[src/design/spq_pkg.sv]
`timescale 1ns / 1ps

package spq_pkg;

  // request codes on req_type_i
  localparam logic REQ_INSERT = 1'b0;
  localparam logic REQ_REMOVE = 1'b1;

  // per-cycle command broadcast to every cell
  typedef struct packed {
    logic insert;
    logic remove;
  } spq_ctrl_t;

endpackage

[src/design/sorted_priority_queue_unit.sv]
`timescale 1ns / 1ps
// Sorted priority queue, QUEUE_DEPTH entries kept in ascending priority order.
// Command channel: a request is taken at a rising edge with start_i high and
// busy_o low. req_type_i selects insert (item_value_i, item_priority_i) or
// removal of the front entry. Equal priorities leave first in, first out.
// busy_o stays low: one request per cycle, back to back without gaps.
// Result channel: done_o is high for exactly one cycle, the cycle after the
// request, with head_value_o, head_priority_o, entry_count_o, is_empty_o,
// overflow_o and underflow_o valid in that cycle only. Throughput is one
// request per cycle; the receiver cannot stall the block.
// The state is a row of cells, one per slot; on every request each cell
// loads the new item, its left neighbor, its right neighbor or holds,
// all in the same cycle, so the rate is set by the single cell update.
// An insert into a full queue is dropped with overflow_o; a removal from an
// empty queue sets underflow_o. Empty head fields read as zero.
// Reset (rst_ni low, asynchronous) empties the queue and clears done_o;
// no clearing pass is needed.

module sorted_priority_queue_unit import spq_pkg::*; #(
  parameter int QUEUE_DEPTH    = 16,
  parameter int ITEM_WIDTH     = 32,
  parameter int PRIORITY_WIDTH = 8
) (
  input  logic                                 clk_i,
  input  logic                                 rst_ni,
  input  logic                                 start_i,
  output logic                                 busy_o,
  input  logic                                 req_type_i,
  input  logic [ITEM_WIDTH-1:0]                item_value_i,
  input  logic [PRIORITY_WIDTH-1:0]            item_priority_i,
  output logic                                 done_o,
  output logic [ITEM_WIDTH-1:0]                head_value_o,
  output logic [PRIORITY_WIDTH-1:0]            head_priority_o,
  output logic [$clog2(QUEUE_DEPTH+1)-1:0]     entry_count_o,
  output logic                                 is_empty_o,
  output logic                                 overflow_o,
  output logic                                 underflow_o
);

  localparam int CW = $clog2(QUEUE_DEPTH + 1);

  logic          accept;
  logic          full, empty;
  spq_ctrl_t     ctrl;
  logic [CW-1:0] count_q, count_d;
  logic          done_q, ovf_q, unf_q;
  logic          ovf_d, unf_d;

  logic [QUEUE_DEPTH-1:0]    take_w;
  logic [QUEUE_DEPTH-1:0]    valid_w;
  logic [ITEM_WIDTH-1:0]     value_w [QUEUE_DEPTH];
  logic [PRIORITY_WIDTH-1:0] prio_w  [QUEUE_DEPTH];

  assign busy_o = 1'b0;
  assign accept = start_i && !busy_o;
  assign full   = (count_q == CW'(QUEUE_DEPTH));
  assign empty  = (count_q == '0);

  // decode request into cell command and flags
  always_comb begin
    ctrl    = '0;
    ovf_d   = 1'b0;
    unf_d   = 1'b0;
    count_d = count_q;
    if (accept) begin
      case (req_type_i)
        REQ_INSERT: begin
          if (full) begin
            ovf_d = 1'b1;
          end else begin
            ctrl.insert = 1'b1;
            count_d     = count_q + CW'(1);
          end
        end
        REQ_REMOVE: begin
          if (empty) begin
            unf_d = 1'b1;
          end else begin
            ctrl.remove = 1'b1;
            count_d     = count_q - CW'(1);
          end
        end
        default: begin
          ctrl = '0;
        end
      endcase
    end
  end

  // row of slot cells, slot 0 is the front
  for (genvar i = 0; i < QUEUE_DEPTH; i++) begin : g_cell
    logic                      p_take, p_valid, n_valid;
    logic [ITEM_WIDTH-1:0]     p_value, n_value;
    logic [PRIORITY_WIDTH-1:0] p_prio, n_prio;

    if (i == 0) begin : g_first
      assign p_take  = 1'b0;
      assign p_valid = 1'b0;
      assign p_value = '0;
      assign p_prio  = '0;
    end else begin : g_mid
      assign p_take  = take_w[i-1];
      assign p_valid = valid_w[i-1];
      assign p_value = value_w[i-1];
      assign p_prio  = prio_w[i-1];
    end

    if (i == QUEUE_DEPTH - 1) begin : g_last
      assign n_valid = 1'b0;
      assign n_value = '0;
      assign n_prio  = '0;
    end else begin : g_inner
      assign n_valid = valid_w[i+1];
      assign n_value = value_w[i+1];
      assign n_prio  = prio_w[i+1];
    end

    spq_cell #(
      .ITEM_WIDTH    (ITEM_WIDTH),
      .PRIORITY_WIDTH(PRIORITY_WIDTH)
    ) u_cell (
      .clk_i       (clk_i),
      .rst_ni      (rst_ni),
      .ctrl_i      (ctrl),
      .new_value_i (item_value_i),
      .new_prio_i  (item_priority_i),
      .prev_take_i (p_take),
      .prev_valid_i(p_valid),
      .prev_value_i(p_value),
      .prev_prio_i (p_prio),
      .next_valid_i(n_valid),
      .next_value_i(n_value),
      .next_prio_i (n_prio),
      .take_o      (take_w[i]),
      .valid_o     (valid_w[i]),
      .value_o     (value_w[i]),
      .prio_o      (prio_w[i])
    );
  end

  // count, strobe and flags
  always_ff @(posedge clk_i or negedge rst_ni) begin
    if (!rst_ni) begin
      count_q <= '0;
      done_q  <= 1'b0;
      ovf_q   <= 1'b0;
      unf_q   <= 1'b0;
    end else begin
      count_q <= count_d;
      done_q  <= accept;
      ovf_q   <= ovf_d;
      unf_q   <= unf_d;
    end
  end

  // result ports, front cell gated by its valid bit
  assign done_o          = done_q;
  assign head_value_o    = valid_w[0] ? value_w[0] : '0;
  assign head_priority_o = valid_w[0] ? prio_w[0] : '0;
  assign entry_count_o   = count_q;
  assign is_empty_o      = !valid_w[0];
  assign overflow_o      = ovf_q;
  assign underflow_o     = unf_q;

  // count never exceeds depth
  assert property (@(posedge clk_i) disable iff (!rst_ni)
    count_q <= CW'(QUEUE_DEPTH))
    else $error("entry count above depth");

  // count agrees with front cell occupancy
  assert property (@(posedge clk_i) disable iff (!rst_ni)
    (count_q == '0) == !valid_w[0])
    else $error("count and front slot disagree");

  // occupied cells form a contiguous run from the front
  assert property (@(posedge clk_i) disable iff (!rst_ni)
    (({1'b0, valid_w} + {{QUEUE_DEPTH{1'b0}}, 1'b1}) & {1'b0, valid_w}) == '0)
    else $error("gap in occupied cells");

  // a request cannot both overflow and underflow
  assert property (@(posedge clk_i) disable iff (!rst_ni)
    !(ovf_q && unf_q))
    else $error("overflow and underflow together");

  // back cell can take an item whenever the queue has room
  assert property (@(posedge clk_i) disable iff (!rst_ni)
    !full |-> take_w[QUEUE_DEPTH-1])
    else $error("back cell blocked while queue not full");

endmodule

[src/design/spq_cell.sv]
`timescale 1ns / 1ps

module spq_cell import spq_pkg::*; #(
  parameter int ITEM_WIDTH     = 32,
  parameter int PRIORITY_WIDTH = 8
) (
  input  logic                      clk_i,
  input  logic                      rst_ni,
  input  spq_ctrl_t                 ctrl_i,
  input  logic [ITEM_WIDTH-1:0]     new_value_i,
  input  logic [PRIORITY_WIDTH-1:0] new_prio_i,
  // left neighbor (closer to the front)
  input  logic                      prev_take_i,
  input  logic                      prev_valid_i,
  input  logic [ITEM_WIDTH-1:0]     prev_value_i,
  input  logic [PRIORITY_WIDTH-1:0] prev_prio_i,
  // right neighbor (closer to the back)
  input  logic                      next_valid_i,
  input  logic [ITEM_WIDTH-1:0]     next_value_i,
  input  logic [PRIORITY_WIDTH-1:0] next_prio_i,
  output logic                      take_o,
  output logic                      valid_o,
  output logic [ITEM_WIDTH-1:0]     value_o,
  output logic [PRIORITY_WIDTH-1:0] prio_o
);

  logic                      valid_q, valid_d;
  logic [ITEM_WIDTH-1:0]     value_q, value_d;
  logic [PRIORITY_WIDTH-1:0] prio_q, prio_d;

  // new item belongs here or further front: free slot or strictly greater priority
  assign take_o = !valid_q || (prio_q > new_prio_i);

  // next cell contents
  always_comb begin
    valid_d = valid_q;
    value_d = value_q;
    prio_d  = prio_q;
    if (ctrl_i.insert) begin
      if (prev_take_i) begin
        valid_d = prev_valid_i;
        value_d = prev_value_i;
        prio_d  = prev_prio_i;
      end else if (take_o) begin
        valid_d = 1'b1;
        value_d = new_value_i;
        prio_d  = new_prio_i;
      end
    end else if (ctrl_i.remove) begin
      valid_d = next_valid_i;
      value_d = next_value_i;
      prio_d  = next_prio_i;
    end
  end

  // occupancy flag
  always_ff @(posedge clk_i or negedge rst_ni) begin
    if (!rst_ni) begin
      valid_q <= 1'b0;
    end else begin
      valid_q <= valid_d;
    end
  end

  // payload, no reset
  always_ff @(posedge clk_i) begin
    value_q <= value_d;
    prio_q  <= prio_d;
  end

  assign valid_o = valid_q;
  assign value_o = value_q;
  assign prio_o  = prio_q;

endmodule

[config.mk]
export PLATFORM = sky130hd
export DESIGN_NAME = sorted_priority_queue_unit
export DESIGN_NICKNAME = d
export VERILOG_FILES = /design/src/design/spq_pkg.sv /design/src/design/sorted_priority_queue_unit.sv /design/src/design/spq_cell.sv
export SDC_FILE = /design/constraint.sdc
export NUM_CORES = 2
export LEC_CHECK = 0
export ABC_AREA = 0
export BUFFER_PORTS_ARGS = -buffer_cell sky130_fd_sc_hd__buf_4
export CAP_MARGIN = 0
export CORE_MARGIN = 2
export CORE_UTILIZATION = 56
export DETAILED_ROUTE_END_ITERATION = 12
export PLACE_DENSITY = 0.85
export SLEW_MARGIN = 40
export SYNTH_ARGS = -nofsm -noshare
export SYNTH_HDL_FRONTEND = slang
export SYNTH_SLANG_ARGS = --single-unit
[constraint.sdc]
create_clock -name clk_i -period 4.8 [get_ports clk_i]
set_input_delay 0.24 -clock clk_i [delete_from_list [all_inputs] [get_ports clk_i]]
set_output_delay 0.24 -clock clk_i [all_outputs]
set_load 0.01 [all_outputs]
=== Yosys cells after proc, flatten, opt, wreduce, memory -nomap -nowiden ===
Index checks and enable logic that the tools add are counted.

* Flip-flop bits (word level): 664
* Input port bits: 44
* Output and inout port bits: 50

* $add $sub $neg: 2
* $lt $le $gt $ge: 16
* Eq/ne operators: 19
* Mux-type cells: 205
* Bitwise gates (word level): 1
* Reductions and logical operators: 51

{| class="wikitable"
|+ Operators by type and width
! operator !! number
|-
| 32-bit two-way mux || 64
|-
| 8-bit two-way mux || 64
|-
| 8-bit greater-than comparator || 16
|-
| 1-bit two-way mux || 73
|-
| 3-bit by 1-bit inequality test with 1-bit output (second input constant) || 15
|-
| 2-bit AND reduction || 16
|-
| 1-bit zero test || 16
|-
| 1-bit logical OR || 16
|-
| 5-bit two-way mux || 2
|-
| 5-bit case mux with 2 select lines || 1
|-
| 5-bit by 1-bit adder with 5-bit output (second input constant) || 1
|-
| 5-bit equality test (second input constant) || 1
|-
| 5-bit zero test || 1
|-
| 5-bit by 1-bit subtractor with 5-bit output (second input constant) || 1
|-
| 2-bit inequality test (second input constant) || 2
|-
| 3-bit AND reduction || 1
|-
| 2-bit two-way mux || 1
|-
| 2-bit by 1-bit inequality test with 1-bit output (second input constant) || 1
|-
| 2-bit nonzero test || 1
|-
| 1-bit NOT || 1
|}

=== Depth between registers and ports, before layout ===
* Depth in word-level cells: 6
* Mapped depth: 9

=== Hierarchy ===
A second synthesis with hierarchy kept.

* Cell total of the unflattened synthesis: 3,464
* Area, all modules: 38,518.2 um2

{| class="wikitable"
|+ Modules (own cells, without submodules)
! module !! instances !! cells each !! area each (um2)
|-
| spq_cell || 16 || 211 || 2,361.0
|-
| sorted_priority_queue_unit || 1 || 88 || 742.0
|}

=== Worst setup path after synthesis ===
Ideal clock, no wire load.

* Path type: input-to-reg
* Start point: input item_priority_i[5]
* End point: register g_cell[11].u_cell.prio_q[0] (enable)
* Library setup time: 0.462 ns
* Arrival: 4.085 ns
* Data required time: 4.338 ns
* Setup slack: 0.253 ns
* Stages: 9
* Path buffers: 2
* Path through: inv_1 -> ha_1 -> and4_1 -> nand4_1 -> o31ai_1 -> or2_2 -> buf_2 -> buf_2 -> a31oi_1

* Word-level cells in the longest chain between the ends: 4

{| class="wikitable"
|+ RTL lines
! element !! RTL line !! source
|-
| start: declaration || sorted_priority_queue_unit.sv:30 || <nowiki>input logic [PRIORITY_WIDTH-1:0] item_priority_i,</nowiki>
|-
| 8-bit greater-than comparator || spq_cell.sv:32 || <nowiki>assign take_o = !valid_q || (prio_q > new_prio_i);</nowiki>
|-
| 1-bit logical OR || spq_cell.sv:32 ||
|-
| 3-bit by 1-bit inequality test with 1-bit output (no source line) * || n/a ||
|-
| 2-bit AND reduction (no source line) * || n/a ||
|-
| end signal: assignment || spq_cell.sv:68 || <nowiki>prio_q <= prio_d;</nowiki>
|-
| end: declaration || spq_cell.sv:29 || <nowiki>logic [PRIORITY_WIDTH-1:0] prio_q, prio_d;</nowiki>
|}

Mark *: on every way between the ends. The rest lies on a longest branch, timed or not.
A chain may end at the register's enable or synchronous reset.

=== Final worst setup path ===
* Start point: register count_q[0] (netlist: entry_count_o[0])
* End point: register g_cell[5].u_cell.value_q[19] (data pin)

* Word-level cells in the longest chain between the ends: 5

{| class="wikitable"
|+ RTL lines
! element !! RTL line !! source
|-
| start: declaration || sorted_priority_queue_unit.sv:45 || <nowiki>logic [CW-1:0] count_q, count_d;</nowiki>
|-
| start signal: assignment || sorted_priority_queue_unit.sv:149 || <nowiki>count_q <= count_d;</nowiki>
|-
| 5-bit equality test || sorted_priority_queue_unit.sv:56 || <nowiki>assign full = (count_q == CW'(QUEUE_DEPTH));</nowiki>
|-
| 1-bit two-way mux || sorted_priority_queue_unit.sv:68 || <nowiki>if (full) begin</nowiki>
|-
| 1-bit two-way mux || sorted_priority_queue_unit.sv:66 || <nowiki>case (req_type_i)</nowiki>
|-
| 2-bit two-way mux || sorted_priority_queue_unit.sv:65 || <nowiki>if (accept) begin</nowiki>
|-
| 32-bit two-way mux || spq_cell.sv:39 || <nowiki>if (ctrl_i.insert) begin</nowiki>
|-
| net g_cell[5].u_cell.value_d[19] || spq_cell.sv:28 || <nowiki>logic [ITEM_WIDTH-1:0] value_q, value_d;</nowiki>
|-
| end signal: assignment || spq_cell.sv:67 || <nowiki>value_q <= value_d;</nowiki>
|-
| end: declaration || spq_cell.sv:28 ||
|}

The timed path passes the listed nets, and every way through them passes these cells.

==> impl_metrics.ini <==
[power]
powerDensity_mw_per_mm2 = 479
leakagePower_uw = 0.0148
ir_drop_v = 0.000526

[sta]
max_slew_margin_pct = 35.1
worst_pin_slew_ns = 0.973
fin_crit_ns = 3.41
skew_ns = 0.0287
hold_viol = 0
rsz0062_at_grt = false
fmax_mhz = 293
finalSetupTns_ns = 0
period_share_pct = 71.1
drv_slew = 0
finalSetupViolations = 0

[cells_and_area]
antennaDiodeCount = 0
finalNonFillerCells = 4792
mostFrequentLayoutCells = nand2_1 (1254), edfxtp_1 (640), o21ai_0 (554), o211ai_1 (553), buf_4 (171)
nNetsFinal = 4043
mostFrequentLayoutCell = nand2_1
drive_above_1_share_pct = 8.39
areaGrowthSynthToFinish_pct = 9.16
fillers = 5070

[synth]
synth_ff_type = edfxtp_1
syn-num-nets = 4166
synth_top_area_share_pct = 50.5
ys_ff_latch = 664
synth_edf_count = 640
synth_top_area_cell = edfxtp_1
synthCells = 3990
synthTopCellsByArea = edfxtp_1 (51%), nand2_1 (12%), o211ai_1 (11%), o21ai_0 (7.3%), ha_1 (4.3%)
synth_area_sq_mm = 0.0380
yosysSeqAreaShare_pct = 52.1
synth_cell_types = 54
synth-warning-count = 0
async_reset_ff_share_pct = 3.61
avgSynthCellArea_sq_um = 9.53

[worst_setup_path]
max_stage_delay_ns = 0.85
critPathSlowestCell = and2_1
crit_buf_inv = 1
cp_top_family = compound AO/OA/AOI/OAI gates
crit_chain = nor4_4 > a21oi_4 > buf_12 > and2_1 > o21ai_0 > o211ai_1
start_kind = register
worstPathRequired_ns = 5.27
path_max_fanout = 133
worstSetupEndpointType = register
cp.arrival_ns = 3.88
path_class = reg -> reg

[global_routing]
antenna_found_initial = 0
grt_pass1_wl_mm = 181
grt_start_max_net_pins = 194
grt-ovfl-total = 0
grt_pass1_vias = 31000
grt_use_total_pct = 32.8

[status]
status = finished, final reports clean

[clock_network]
htreeDepth = 3
clockBufferDepth = 3
clock_latency_ns = 0.63
cts_root_buffer = clkbuf_16
cts.sinks = 664
clkSlewWorstSetupHoldPaths_ns = 0.06
cts_tree = done
cts_made_buffers = 67

[place]
dpl.hpwl_mm = 76.5
port_buffers = 92
gp_congestion = 0.936
place_inst = 4661

[flow_run]
maxCapViolations = 0

[floorplan]
rows = 95
dieHeight_um = 265
top_level_ports = 94
start_util_pct = 56.6
die-area_sq_mm = 0.0700
dieWidth_um = 265
core_sq_mm = 0.0672

[detailed_routing]
drt_wl_total_mm = 117
viasPerCell = 6.96
via_count = 33300
first_pass_iters = 6
drc = 0
initialDrtViolationCount = 6995
postRouteAntennaNets = 0
routedWlPerCell_um = 24.5

[hold_path]
worstHoldPathType = in -> reg
[final cells by class]
class | instances | area, sq um | share of cell area [%]
clock buffers | 93 | 1850 | 4.45
clock inverters | 28 | 260 | 0.627
inverters | 38 | 143 | 0.344
multi-input cells | 2906 | 16800 | 40.4
flip-flops and latches | 664 | 19800 | 47.7
well taps | 873 | 1090 | 2.63
repair buffers | 190 | 1590 | 3.84
[cell usage after synthesis (all sizes together), types with 7 or more instances]
cell type / count
inv: 38
clkbuf: 184
dfrtp: 24
o32ai: 7
or2: 14
o311ai: 13
nor4b: 7
nand2: 1255
edfxtp: 640
o211ai: 553
nor2b: 9
a21oi: 36
a211oi: 13
nor2: 26
nand4: 60
nand3: 7
ha: 131
nand2b: 29
and3: 7
mux2i: 54
o21ai: 555
and2: 73
a31oi: 12
buf: 198
[path summary, 6_finish.rpt]
path / end / cells past startpoint / slack (ns) / from
max reg2reg: g_cell[5].u_cell.value_o[19] / 6 / 1.39 / entry_count_o[0]
max: g_cell[5].u_cell.value_o[19] / 6 / 1.39 / entry_count_o[0]
min: g_cell[0].u_cell.value_o[14] / 3 / 0.01 / item_value_i[14]
max in group asynchronous: g_cell[0].u_cell.valid_o / 2 / 4.38 / rst_ni
min reg2reg: g_cell[14].u_cell.value_o[28] / 2 / 0.55 / g_cell[15].u_cell.value_o[28]
min in group asynchronous: g_cell[11].u_cell.valid_o / 2 / 0.12 / rst_ni
[stage by stage]
step	hold WS (ns)	area, sq um	setup slack, ns	power [uW]	util (%)
global placement	0.161	39200	1.33	14200	58.4
floorplan	-0.0556	38000	0.253	12400	-
detailed placement	0.169	39300	1.28	14400	58.5
finish	0.0112	41500	1.39	19900	61.8
CTS	0.00558	41500	1.60	19600	61.7
global route	0.0167	41500	1.39	20600	61.8
[where the power goes]
part           internal [uW]  leakage (uW)  switching [uW]
Combinational           1740       0.00711            3600
Clock                   2920       0.00103            2300
Sequential              8210       0.00667            1090
[sequential cells by signal, indices dropped and copies added, names as in the netlist]
name,count
done_o,1
overflow_o,1
g_cell.u_cell.value_o,512
g_cell.u_cell.valid_o,16
underflow_o,1
g_cell.u_cell.prio_o,128
entry_count_o,5
[worst register-to-register path, cell delays in order, from the launching register on]
cell and delay [ns]:
dfrtp_1 0.48, nor4_4 0.12, a21oi_4 0.67, buf_12 0.51, and2_1 0.93, o21ai_0 0.37
o211ai_1 0.19
[timing repair]
item	CTS	global route
hold buffers	8	0
setup buffers	0	0
endpoints found under the hold margin	32	0
gates resized for setup	0	0
[layer usage]
layer	global-route usage, %	up-vias	part of all wire (%)
met4	11.1	0	3.2
li1	-	14300	-
met2	46.3	3112	42
met5	0	-	0
met1	47.9	15600	38
met3	10.1	337	17
[cell families (layout without fill, tap and decap cells)]
group	count (synthesis)	count (layout)	share of synthesized area [%]
simple gates	1505	1505	16.6
compound gates	1207	1207	20.0
flops	664	664	52.1
buf+inv	420	349	5.28
fa+ha+maj	132	132	4.36
mux	56	56	1.48
xor+xnor	5	5	0.115
other cells	1	1	0.00986
Power figures use the tool's default switching activity.
